[src/hdl/xcpd_pkg.sv]
// ---------------------------------------------------------------------------
// xcpd_pkg
// Types and constants shared by the packet deframer modules.
// ---------------------------------------------------------------------------
package xcpd_pkg;

  // Input operation carried on in_tuser
  localparam logic OP_BYTE = 1'b0;
  localparam logic OP_TICK = 1'b1;

  // Result kind carried on out_tuser
  localparam logic KIND_PAYLOAD = 1'b0;
  localparam logic KIND_STATUS  = 1'b1;

  // Packet status codes
  localparam logic [1:0] ST_GOOD    = 2'd0;
  localparam logic [1:0] ST_CSUM    = 2'd1;
  localparam logic [1:0] ST_LENGTH  = 2'd2;
  localparam logic [1:0] ST_TIMEOUT = 2'd3;

  // Configuration register map
  localparam int CFG_IDX_W  = 2;
  localparam int CFG_DATA_W = 16;
  localparam logic [CFG_IDX_W-1:0] REG_START_BYTE = 2'd0;
  localparam logic [CFG_IDX_W-1:0] REG_MAX_LENGTH = 2'd1;
  localparam logic [CFG_IDX_W-1:0] REG_TIMEOUT    = 2'd2;

  localparam logic [7:0]  START_BYTE_RST = 8'd170;
  localparam logic [5:0]  MAX_LENGTH_RST = 6'd32;
  localparam logic [15:0] TIMEOUT_RST    = 16'd100;

  localparam int OUT_TDATA_W = 32;

  // Controller -> datapath commands
  typedef struct packed {
    logic       start_pkt;  // start byte seen: load checksum, clear held fields
    logic       take_cmd;
    logic       take_len;
    logic       take_data;
    logic       tick;       // count one idle tick
    logic       clr_idle;
    logic       set_stat;   // latch stat_code for the closing result
    logic [1:0] stat_code;
    logic       emit_start; // rewind payload read pointer
    logic       emit_run;   // stream stored payload to the output
    logic       load_stat;  // put the status word in the output register
  } xcpd_cmd_t;

  // Datapath -> controller status
  typedef struct packed {
    logic is_start;    // rx byte equals start byte
    logic len_bad;     // rx byte above the length limit
    logic len_zero;
    logic data_last;   // this payload byte completes the run
    logic sum_ok;      // rx byte matches running checksum
    logic tick_expire; // a tick now reaches the timeout
    logic emit_done;   // every payload byte handed to the output
    logic out_free;    // output register can load this cycle
  } xcpd_sts_t;

endpackage

[src/hdl/xcpd_ctrl.sv]
// ---------------------------------------------------------------------------
// xcpd_ctrl
// Framing state machine: tracks packet phase, accepts input words and
// sequences the result run.
// ---------------------------------------------------------------------------
module xcpd_ctrl import xcpd_pkg::*; (
  input  logic      clk,
  input  logic      rst_n,
  input  logic      in_tvalid,
  output logic      in_tready,
  input  logic      in_op,
  input  xcpd_sts_t sts,
  output xcpd_cmd_t cmd
);

  // packet phase
  localparam logic [2:0] PH_HUNT  = 3'd0;
  localparam logic [2:0] PH_CMD   = 3'd1;
  localparam logic [2:0] PH_LEN   = 3'd2;
  localparam logic [2:0] PH_DATA  = 3'd3;
  localparam logic [2:0] PH_CHECK = 3'd4;

  // result sequencing
  localparam logic [1:0] S_RUN  = 2'd0;
  localparam logic [1:0] S_EMIT = 2'd1;
  localparam logic [1:0] S_STAT = 2'd2;

  logic [2:0] phase_r, phase_nxt;
  logic [1:0] state_r, state_nxt;
  logic       in_fire;

  assign in_tready = (state_r == S_RUN);
  assign in_fire   = in_tvalid && in_tready;

  always_comb begin
    phase_nxt = phase_r;
    state_nxt = state_r;
    cmd       = '0;
    unique case (state_r)
      S_RUN: begin
        if (in_fire) begin
          if (in_op == OP_TICK) begin
            if (phase_r != PH_HUNT) begin
              cmd.tick = 1'b1;
              if (sts.tick_expire) begin
                cmd.clr_idle  = 1'b1;
                cmd.set_stat  = 1'b1;
                cmd.stat_code = ST_TIMEOUT;
                phase_nxt     = PH_HUNT;
                state_nxt     = S_STAT;
              end
            end
          end else begin
            unique case (phase_r)
              PH_HUNT: begin
                if (sts.is_start) begin
                  cmd.start_pkt = 1'b1;
                  cmd.clr_idle  = 1'b1;
                  phase_nxt     = PH_CMD;
                end
              end
              PH_CMD: begin
                cmd.take_cmd = 1'b1;
                cmd.clr_idle = 1'b1;
                phase_nxt    = PH_LEN;
              end
              PH_LEN: begin
                cmd.take_len = 1'b1;
                cmd.clr_idle = 1'b1;
                if (sts.len_bad) begin
                  cmd.set_stat  = 1'b1;
                  cmd.stat_code = ST_LENGTH;
                  phase_nxt     = PH_HUNT;
                  state_nxt     = S_STAT;
                end else if (sts.len_zero) begin
                  phase_nxt = PH_CHECK;
                end else begin
                  phase_nxt = PH_DATA;
                end
              end
              PH_DATA: begin
                cmd.take_data = 1'b1;
                cmd.clr_idle  = 1'b1;
                if (sts.data_last) begin
                  phase_nxt = PH_CHECK;
                end
              end
              PH_CHECK: begin
                cmd.clr_idle = 1'b1;
                cmd.set_stat = 1'b1;
                phase_nxt    = PH_HUNT;
                if (sts.sum_ok) begin
                  cmd.stat_code  = ST_GOOD;
                  cmd.emit_start = 1'b1;
                  state_nxt      = S_EMIT;
                end else begin
                  cmd.stat_code = ST_CSUM;
                  state_nxt     = S_STAT;
                end
              end
              default: begin
                phase_nxt = PH_HUNT;
              end
            endcase
          end
        end
      end
      S_EMIT: begin
        cmd.emit_run = 1'b1;
        if (sts.emit_done && sts.out_free) begin
          cmd.load_stat = 1'b1;
          state_nxt     = S_RUN;
        end
      end
      S_STAT: begin
        if (sts.out_free) begin
          cmd.load_stat = 1'b1;
          state_nxt     = S_RUN;
        end
      end
      default: begin
        state_nxt = S_RUN;
      end
    endcase
  end

  always_ff @(posedge clk) begin
    if (!rst_n) begin
      phase_r <= PH_HUNT;
      state_r <= S_RUN;
    end else begin
      phase_r <= phase_nxt;
      state_r <= state_nxt;
    end
  end

endmodule

[src/hdl/xcpd_dp.sv]
// ---------------------------------------------------------------------------
// xcpd_dp
// Deframer datapath: config registers, header capture, checksum, idle
// counter, payload memory and the output register.
// ---------------------------------------------------------------------------
module xcpd_dp import xcpd_pkg::*; #(
  parameter int MAX_PAYLOAD = 32
) (
  input  logic                   clk,
  input  logic                   rst_n,
  input  logic                   cfg_valid,
  input  logic [CFG_IDX_W-1:0]   cfg_index,
  input  logic [CFG_DATA_W-1:0]  cfg_data,
  input  logic [7:0]             rx_byte,
  input  xcpd_cmd_t              cmd,
  output xcpd_sts_t              sts,
  input  logic                   out_tready,
  output logic                   out_tvalid,
  output logic [OUT_TDATA_W-1:0] out_tdata,
  output logic                   out_tuser,
  output logic                   out_tlast
);

  localparam int AW = (MAX_PAYLOAD > 1) ? $clog2(MAX_PAYLOAD) : 1;
  localparam int CW = $clog2(MAX_PAYLOAD + 1);
  localparam logic [7:0] LIMIT_HI = 8'(MAX_PAYLOAD);

  // configuration
  logic [7:0]  start_byte_r;
  logic [5:0]  max_len_r;
  logic [15:0] timeout_r;

  // packet state
  logic [7:0]    cmd_r;
  logic [7:0]    len_r;
  logic [CW-1:0] idx_r;
  logic [7:0]    xor_r;
  logic [15:0]   idle_r;
  logic [1:0]    stat_r;

  // payload memory and read stage
  logic [7:0]    mem [MAX_PAYLOAD];
  logic [7:0]    mem_q;
  logic [CW-1:0] rd_idx_r;
  logic          rdv_r;

  // output register
  logic       out_valid_r;
  logic       out_kind_r;
  logic [7:0] out_pb_r;
  logic [7:0] out_cmd_r;
  logic [7:0] out_len_r;
  logic [1:0] out_st_r;
  logic       out_last_r;

  logic [7:0]  limit;
  logic [15:0] idle_inc;
  logic        remaining;
  logic        issue;
  logic        move;
  logic        out_free;

  assign limit    = ({2'b00, max_len_r} < LIMIT_HI) ? {2'b00, max_len_r} : LIMIT_HI;
  assign idle_inc = (idle_r == 16'hFFFF) ? idle_r : idle_r + 16'd1;

  assign out_free  = !out_valid_r || out_tready;
  assign move      = rdv_r && out_free;
  assign remaining = 8'(rd_idx_r) < len_r;
  assign issue     = cmd.emit_run && remaining && (!rdv_r || move);

  always_comb begin
    sts.is_start    = (rx_byte == start_byte_r);
    sts.len_bad     = (rx_byte > limit);
    sts.len_zero    = (rx_byte == 8'd0);
    sts.data_last   = ((8'(idx_r) + 8'd1) >= len_r);
    sts.sum_ok      = (rx_byte == xor_r);
    sts.tick_expire = (idle_inc >= timeout_r);
    sts.emit_done   = !remaining && !rdv_r;
    sts.out_free    = out_free;
  end

  // config registers
  always_ff @(posedge clk) begin
    if (!rst_n) begin
      start_byte_r <= START_BYTE_RST;
      max_len_r    <= MAX_LENGTH_RST;
      timeout_r    <= TIMEOUT_RST;
    end else if (cfg_valid) begin
      unique case (cfg_index)
        REG_START_BYTE: start_byte_r <= cfg_data[7:0];
        REG_MAX_LENGTH: max_len_r    <= cfg_data[5:0];
        REG_TIMEOUT:    timeout_r    <= cfg_data;
        default: ;
      endcase
    end
  end

  // idle tick counter
  always_ff @(posedge clk) begin
    if (!rst_n) begin
      idle_r <= '0;
    end else if (cmd.clr_idle) begin
      idle_r <= '0;
    end else if (cmd.tick) begin
      idle_r <= idle_inc;
    end
  end

  // header, checksum, payload index
  always_ff @(posedge clk) begin
    if (cmd.start_pkt) begin
      xor_r <= rx_byte;
      cmd_r <= '0;
      len_r <= '0;
      idx_r <= '0;
    end
    if (cmd.take_cmd) begin
      cmd_r <= rx_byte;
      xor_r <= xor_r ^ rx_byte;
    end
    if (cmd.take_len) begin
      len_r <= rx_byte;
      xor_r <= xor_r ^ rx_byte;
      idx_r <= '0;
    end
    if (cmd.take_data) begin
      xor_r <= xor_r ^ rx_byte;
      idx_r <= idx_r + CW'(1);
    end
    if (cmd.set_stat) begin
      stat_r <= cmd.stat_code;
    end
  end

  // payload memory: one write port, one registered read port
  always_ff @(posedge clk) begin
    if (cmd.take_data) begin
      mem[idx_r[AW-1:0]] <= rx_byte;
    end
    if (issue) begin
      mem_q <= mem[rd_idx_r[AW-1:0]];
    end
  end

  always_ff @(posedge clk) begin
    if (!rst_n) begin
      rdv_r <= 1'b0;
    end else if (cmd.emit_start) begin
      rdv_r <= 1'b0;
    end else if (issue) begin
      rdv_r <= 1'b1;
    end else if (move) begin
      rdv_r <= 1'b0;
    end
  end

  always_ff @(posedge clk) begin
    if (cmd.emit_start) begin
      rd_idx_r <= '0;
    end else if (issue) begin
      rd_idx_r <= rd_idx_r + CW'(1);
    end
  end

  // output register
  always_ff @(posedge clk) begin
    if (!rst_n) begin
      out_valid_r <= 1'b0;
    end else if (move || cmd.load_stat) begin
      out_valid_r <= 1'b1;
    end else if (out_tready) begin
      out_valid_r <= 1'b0;
    end
  end

  always_ff @(posedge clk) begin
    if (move) begin
      out_kind_r <= KIND_PAYLOAD;
      out_pb_r   <= mem_q;
      out_cmd_r  <= cmd_r;
      out_len_r  <= len_r;
      out_st_r   <= ST_GOOD;
      out_last_r <= 1'b0;
    end else if (cmd.load_stat) begin
      out_kind_r <= KIND_STATUS;
      out_pb_r   <= '0;
      out_cmd_r  <= cmd_r;
      out_len_r  <= len_r;
      out_st_r   <= stat_r;
      out_last_r <= 1'b1;
    end
  end

  assign out_tvalid = out_valid_r;
  assign out_tuser  = out_kind_r;
  assign out_tlast  = out_last_r;
  assign out_tdata  = {6'd0, out_st_r, out_len_r, out_cmd_r, out_pb_r};

endmodule

[src/hdl/xor_checked_packet_deframer_top.sv]
// Start-byte framed packet deframer with XOR checksum. Each input word is a
// received byte (in_tuser = 0) or one timer tick (in_tuser = 1). Bytes are
// dropped until the start byte; then come command, length, payload and a
// checksum that must equal the XOR of start, command, length and payload.
// A good packet produces its payload bytes (out_tuser = 0) followed by a
// status word (out_tuser = 1, out_tlast = 1); a bad length, bad checksum or
// inter-byte timeout produces the status word alone. While a packet is being
// received one input word is taken every cycle. After the checksum byte of a
// good packet with a nonzero length, input is held off while the first
// byte is read from the single registered read port of the payload memory,
// while the payload streams out one byte per cycle, and while the status
// word is loaded. With a zero length only the status load remains, and an
// error status holds input off only while its status word is loaded. Output
// stalls stretch these runs. A finished result waiting in the output register
// does not block the next input word. The payload memory needs no clearing
// after reset: only bytes written in the current packet are ever read.
// ---------------------------------------------------------------------------
// xor_checked_packet_deframer_top
// Top level: stream ports, config port, controller and datapath.
// ---------------------------------------------------------------------------
module xor_checked_packet_deframer_top import xcpd_pkg::*; #(
  parameter int MAX_PAYLOAD = 32  // payload memory depth, 1 to 63
) (
  input  logic                   clk,
  input  logic                   rst_n,
  // input stream
  input  logic                   in_tvalid,
  output logic                   in_tready,
  input  logic [7:0]             in_tdata,   // [7:0] rx_byte
  input  logic                   in_tuser,   // [0] operation
  // result stream
  output logic                   out_tvalid,
  input  logic                   out_tready,
  output logic [OUT_TDATA_W-1:0] out_tdata,  // [7:0] payload_byte, [15:8] command,
                                             // [23:16] length, [25:24] status
  output logic                   out_tuser,  // [0] kind
  output logic                   out_tlast,  // last
  // config write port
  input  logic                   cfg_valid,
  output logic                   cfg_ready,
  input  logic [CFG_IDX_W-1:0]   cfg_index,  // 0 start byte, 1 max length, 2 timeout
  input  logic [CFG_DATA_W-1:0]  cfg_data
);

  xcpd_cmd_t cmd;
  xcpd_sts_t sts;

  // config writes are always accepted
  assign cfg_ready = 1'b1;

  xcpd_ctrl u_ctrl (
    .clk       (clk),
    .rst_n     (rst_n),
    .in_tvalid (in_tvalid),
    .in_tready (in_tready),
    .in_op     (in_tuser),
    .sts       (sts),
    .cmd       (cmd)
  );

  xcpd_dp #(
    .MAX_PAYLOAD (MAX_PAYLOAD)
  ) u_dp (
    .clk        (clk),
    .rst_n      (rst_n),
    .cfg_valid  (cfg_valid),
    .cfg_index  (cfg_index),
    .cfg_data   (cfg_data),
    .rx_byte    (in_tdata),
    .cmd        (cmd),
    .sts        (sts),
    .out_tready (out_tready),
    .out_tvalid (out_tvalid),
    .out_tdata  (out_tdata),
    .out_tuser  (out_tuser),
    .out_tlast  (out_tlast)
  );

`ifndef SYNTHESIS
  // status word never overwrites a result still waiting downstream
  a_stat_free: assert property (@(posedge clk) disable iff (!rst_n)
    cmd.load_stat |-> sts.out_free)
    else $error("status loaded into a busy output register");

  // input is held off while a good packet streams out
  a_emit_hold: assert property (@(posedge clk) disable iff (!rst_n)
    cmd.emit_start |=> !in_tready)
    else $error("input accepted during payload streaming");

  // an expiring tick always closes the packet with a status
  a_timeout: assert property (@(posedge clk) disable iff (!rst_n)
    (cmd.tick && sts.tick_expire) |-> (cmd.set_stat && cmd.stat_code == ST_TIMEOUT))
    else $error("timeout not reported");
`endif

endmodule

[config.mk]
export PLATFORM = sky130hd
export DESIGN_NAME = xor_checked_packet_deframer_top
export DESIGN_NICKNAME = d
export VERILOG_FILES = /design/src/hdl/xcpd_pkg.sv /design/src/hdl/xcpd_ctrl.sv /design/src/hdl/xcpd_dp.sv /design/src/hdl/xor_checked_packet_deframer_top.sv
export SDC_FILE = /design/constraint.sdc
export NUM_CORES = 1
export LEC_CHECK = 0
export BUFFER_PORTS_ARGS = -buffer_cell sky130_fd_sc_hd__buf_2
export CORE_AREA = 2 2 158 199
export CTS_CLUSTER_SIZE = 24
export DETAILED_ROUTE_END_ITERATION = 16
export DIE_AREA = 0 0 160 201
export HOLD_SLACK_MARGIN = 0.12
export MAX_ROUTING_LAYER = met4
export PLACE_DENSITY = 0.72
export SETUP_SLACK_MARGIN = 0.1
export SLEW_MARGIN = 5
export SYNTH_ARGS = -nofsm -noshare
export SYNTH_HDL_FRONTEND = slang
export SYNTH_SLANG_ARGS = --single-unit
[constraint.sdc]
create_clock -name clk -period 8.9 [get_ports clk]
set_clock_uncertainty 0.1 [all_clocks]
set_input_delay 1.78 -clock clk [delete_from_list [all_inputs] [get_ports clk]]
set_output_delay 1.78 -clock clk [all_outputs]
set_load 0.1 [all_outputs]
==> run_results.csv <==
group,metric,value,unit
routing,postRouteAntennaNets,0,
logic_synthesis,synth_fa_ha_area_share,3.26,%
layout,fin_util,60.5,%
global_routing,grt_pass1_wl,51400,um
power,p_total,3.62,mW
sta,hold_viol_final,0,
routing,post-route-drc-count,0,
setup_path,setup.worst_path.start,"u_dp.idle_r[0]$_SDFFE_PP0P_",
logic_synthesis,ys_types,63,
placement,gp_congestion,0.864,
sta,rsz0062_at_grt,"no",
clock_network,clk_latency,0.54,ns
run_status,status,"finished clean",
placement,hpwl,22300,um
layout,nets,1209,
logic_synthesis,netlist_instances,1071,
clock_network,cts_buffer_depth,3,
logic_synthesis,avgSynthCellArea,15.4,sq um
floorplan,io-pin-count,69,
global_routing,grt-ovfl-total,0,
power,combinationalPowerShare,2.5,%
setup_path,crit_path_max_fanout,16,
global_routing,groute.usage.overall,21.6,%
routing,firstDrtPassIters,4,
routing,routed_via_density,5.71,
sta,slew_headroom,27.5,%
logic_synthesis,async_flop_share,0,%
logic_synthesis,ys_ff_latch,382,
sta,max_freq,0.238,GHz
power,p_clk_share,44.0,%
layout,n_fill_cell,2330,
clock_network,cts.sinks,382,
clock_network,cts_tree,"built",
logic_synthesis,synth_compound_area_share,4.12,%
hold_path,hold_path_startpoint,"u_dp.cmd_r[0]$_SDFFCE_PN0P_",
logic_synthesis,synth_top_family_by_area,"multiplexers",
logic_synthesis,yosys.area_share.simple,8.84,%
logic_synthesis,syn-cell-area,0.0165,sq mm
floorplan,die_h,201,um
global_routing,grt_antenna_before_repair,0,
routing,wire_per_inst,21.1,um
sta,holdWs,0.318,ns
setup_path,worstPathArrival,4.48,ns
power,seq_power_share,53.5,%
global_routing,grt_pass1_vias,8971,
setup_path,crit_required,9.17,ns
floorplan,coreArea,0.0304,sq mm
sta,worstMarginPinSlew,1.08,ns
sta,fin_crit_sh,47.2,%
clock_network,path_clk_slew,0.06,ns
layout,antennaDiodeCount,0,
power,power_density,197,mW/mm^2
logic_synthesis,synth_xor_xnor_area_share,2.65,%
sta,setup_tns,0,ns
logic_synthesis,muxShareOfSynthArea,12.8,%
power,switchingPower,0.732,mW
floorplan,rows,72,
floorplan,start_util,54.2,%
clock_network,cts_resized,0,
setup_path,worst_setup_path_start_kind,"flip-flop",
power,ir_drop,0.000128,V
layout,area_growth,11.6,%
floorplan,die_area,0.0322,sq mm
hold_path,min_path_type,"flip-flop to flip-flop",
routing,finalWirelength,33100,um
routing,drtIter0Drc,640,
global_routing,grt_max_degree,42,
logic_synthesis,ys_warn_count,0,
job,max_cap_viol_count,0,
clock_network,cts_max_level,2,
setup_path,crit_path_end_kind,"flip-flop",
logic_synthesis,ys_seq_area_share,65.7,%
power,p_leak,6.26,nW
setup_path,critPathKind,"flip-flop to flip-flop",
sta,period_minus_slack,4.20,ns
power,internal_power,2.89,mW
power,swShare,20.2,%
routing,via_count,8964,
clock_network,postCtsSetupBuffers,0,
setup_path,r2r_start,"u_dp.idle_r[0]$_SDFFE_PP0P_",
logic_synthesis,yosys_most_used_dff,"edfxtp_1",
layout,layout-drive-gt1-share,20.9,%
logic_synthesis,synth_edf_count,320,
sta,setup_viol,0,
clock_network,hold_buffers,0,
clock_network,cts-root-buf,"clkbuf_16",
placement,portBuffers,61,
floorplan,die_w,160,um
sta,slew_viol_final,0,
clock_network,cts_buffers,36,
## worst max-delay path, cell delays in order, from the launching register on
cell and delay [ns]:
dfxtp_1 0.40, ha_1 0.25, nand3_1 0.09, or2_2 0.33, o21bai_1 0.50, nor2_1 0.11
xor2_1 0.17, ha_1 0.29, nand2_1 0.07, or3_4 0.41, a311oi_4 0.36, o31ai_4 0.17
o31ai_4 0.69, nor3_1 0.13
## kinds of logic (layout without fill, tap and decap cells)
family	Yosys count	count (layout)
xor gates and xnor gates	50	50
AOI/OAI and AO/OA	92	92
and+or+nand+nor	301	301
muxes	110	110
adders and majority gates	43	43
other	2	7
buffers and inverters	91	177
DFF	382	382
## cell usage in the layout (no fill, tap or decap), types with 3 or more instances in the layout
master / instances
mux2i_1: 18
mux4_2: 80
buf_4: 13
clkinv_1: 6
buf_2: 61
nand2b_1: 3
ha_1: 43
and3_1: 14
a2111oi_0: 3
dfxtp_1: 59
nor2_1: 81
nand3b_1: 4
clkinv_2: 8
nor3_1: 20
a21oi_1: 22
a21boi_0: 13
and2_1: 20
mux2_2: 12
o21a_1: 4
a211oi_1: 7
clkinv_8: 3
xor2_1: 18
edfxtp_1: 320
nand4_1: 6
bufinv_16: 6
inv_1: 37
conb_1: 7
nor2b_1: 18
a21o_1: 3
or4_1: 3
xnor2_1: 32
o21ai_0: 10
or3_1: 4
nand3_1: 31
nor4_1: 4
clkbuf_16: 36
clkinv_4: 3
o211ai_1: 7
nand2_1: 81
## cell usage after synthesis, types with 2 or more instances
| cell | number | area share (%) |
|---|---|---|
| nor3_1 | 20 | 0.61 |
| nand2_1 | 81 | 1.8 |
| a311oi_1 | 2 | 0.11 |
| dfxtp_1 | 62 | 7.5 |
| o31a_1 | 2 | 0.11 |
| buf_2 | 7 | 0.21 |
| or2_2 | 2 | 0.076 |
| o21a_1 | 4 | 0.18 |
| nand3_1 | 31 | 0.94 |
| o21ai_0 | 11 | 0.33 |
| or3_1 | 4 | 0.15 |
| nor2_1 | 81 | 1.8 |
| inv_1 | 37 | 0.84 |
| xor2_1 | 18 | 0.96 |
| nor4_1 | 4 | 0.15 |
| a21o_1 | 3 | 0.14 |
| mux4_2 | 80 | 11 |
| mux2i_1 | 18 | 1.1 |
| or3b_2 | 2 | 0.11 |
| a41oi_1 | 2 | 0.11 |
| o31ai_4 | 2 | 0.26 |
| mux2_2 | 12 | 0.82 |
| a2111oi_0 | 3 | 0.16 |
| or4_1 | 3 | 0.14 |
| xnor2_1 | 32 | 1.7 |
| buf_4 | 12 | 0.55 |
| conb_1 | 2 | 0.046 |
| nand4_1 | 6 | 0.23 |
| nor2b_1 | 18 | 0.68 |
| nand2b_1 | 3 | 0.11 |
| o21bai_1 | 2 | 0.091 |
| and3_1 | 14 | 0.53 |
| a21boi_0 | 13 | 0.59 |
| o211ai_1 | 7 | 0.32 |
| o2111ai_1 | 2 | 0.11 |
| ha_1 | 43 | 3.3 |
| clkbuf_1 | 29 | 0.66 |
| a21oi_1 | 22 | 0.67 |
| and2_1 | 20 | 0.76 |
| edfxtp_1 | 320 | 58 |
| nand3b_1 | 4 | 0.18 |
| buf_1 | 4 | 0.091 |
| a211oi_1 | 7 | 0.32 |
## power groups by stage
stage | clock (mW) | combinational [mW] | sequential (mW)
global route | 1.68 | 0.0992 | 1.94
global placement | 0 | 0.0884 | 1.98
detailed placement | 0 | 0.0912 | 1.98
finish | 1.59 | 0.0904 | 1.94
CTS | 1.62 | 0.0915 | 1.94
floorplan | 0 | 0.0524 | 1.98
## sequential cells by signal, indices dropped and copies added, names as in the netlist
register           flops
u_dp.xor_r             8
u_dp.idx_r             6
u_dp.rdv_r             1
u_ctrl.state_r         2
u_dp.out_cmd_r         8
u_dp.out_tuser         1
u_dp.mem_q             8
u_dp.idle_r           16
u_dp.timeout_r        16
u_dp.out_len_r         8
u_dp.mem             256
u_dp.start_byte_r      8
u_dp.stat_r            2
u_dp.out_tvalid        1
u_dp.len_r             8
u_dp.max_len_r         6
u_ctrl.phase_r         3
u_dp.out_pb_r          8
u_dp.out_st_r          2
u_dp.rd_idx_r          6
u_dp.cmd_r             8
## path summary, 6_finish.rpt
kind	end	slack [ns]	cells past startpoint
worst min-delay path	u_dp.out_cmd_r[0]$_DFFE_PP_	0.32	0
worst max register to register	u_dp.idle_r[12]$_SDFFE_PP0P_	4.70	13
worst max-delay path	u_dp.idle_r[12]$_SDFFE_PP0P_	4.70	13
worst min register to register	u_dp.out_cmd_r[0]$_DFFE_PP_	0.32	0
## routing by layer
| layer | track usage (%) | vias to the layer above | share of wire [%] |
|---|---|---|---|
| li1 | - | 4181 | - |
| met1 | 26.8 | 4512 | 40 |
| met2 | 37.0 | 224 | 53 |
| met3 | 3.31 | 47 | 4.6 |
| met4 | 6.50 | 0 | 2.3 |
| met5 | - | - | 0 |
## metrics by stage
step / area (sq um) / instances / worst slack (ns)
3_3_place_gp: 17200 / 1503 / 4.53
4_1_cts: 18400 / 1569 / 4.64
3_5_place_dp: 17200 / 1503 / 4.48
2_1_floorplan: 16500 / 1076 / 4.66
5_1_grt: 18400 / 1569 / 4.38
6_report: 18400 / 1569 / 4.70
## layout make-up
| cell class | count | area, sq um | area share (%) |
|---|---|---|---|
| Timing Repair Buffer | 74 | 403 | 2.19 |
| Inverter | 37 | 139 | 0.754 |
| Multi-Input combinational cell | 603 | 5260 | 28.6 |
| Tap cell | 407 | 509 | 2.77 |
| Clock inverter | 28 | 334 | 1.81 |
| Clock buffer | 38 | 908 | 4.93 |
| Sequential cell | 382 | 10900 | 59.0 |
Note: power is estimated with default switching activity, not from simulation.
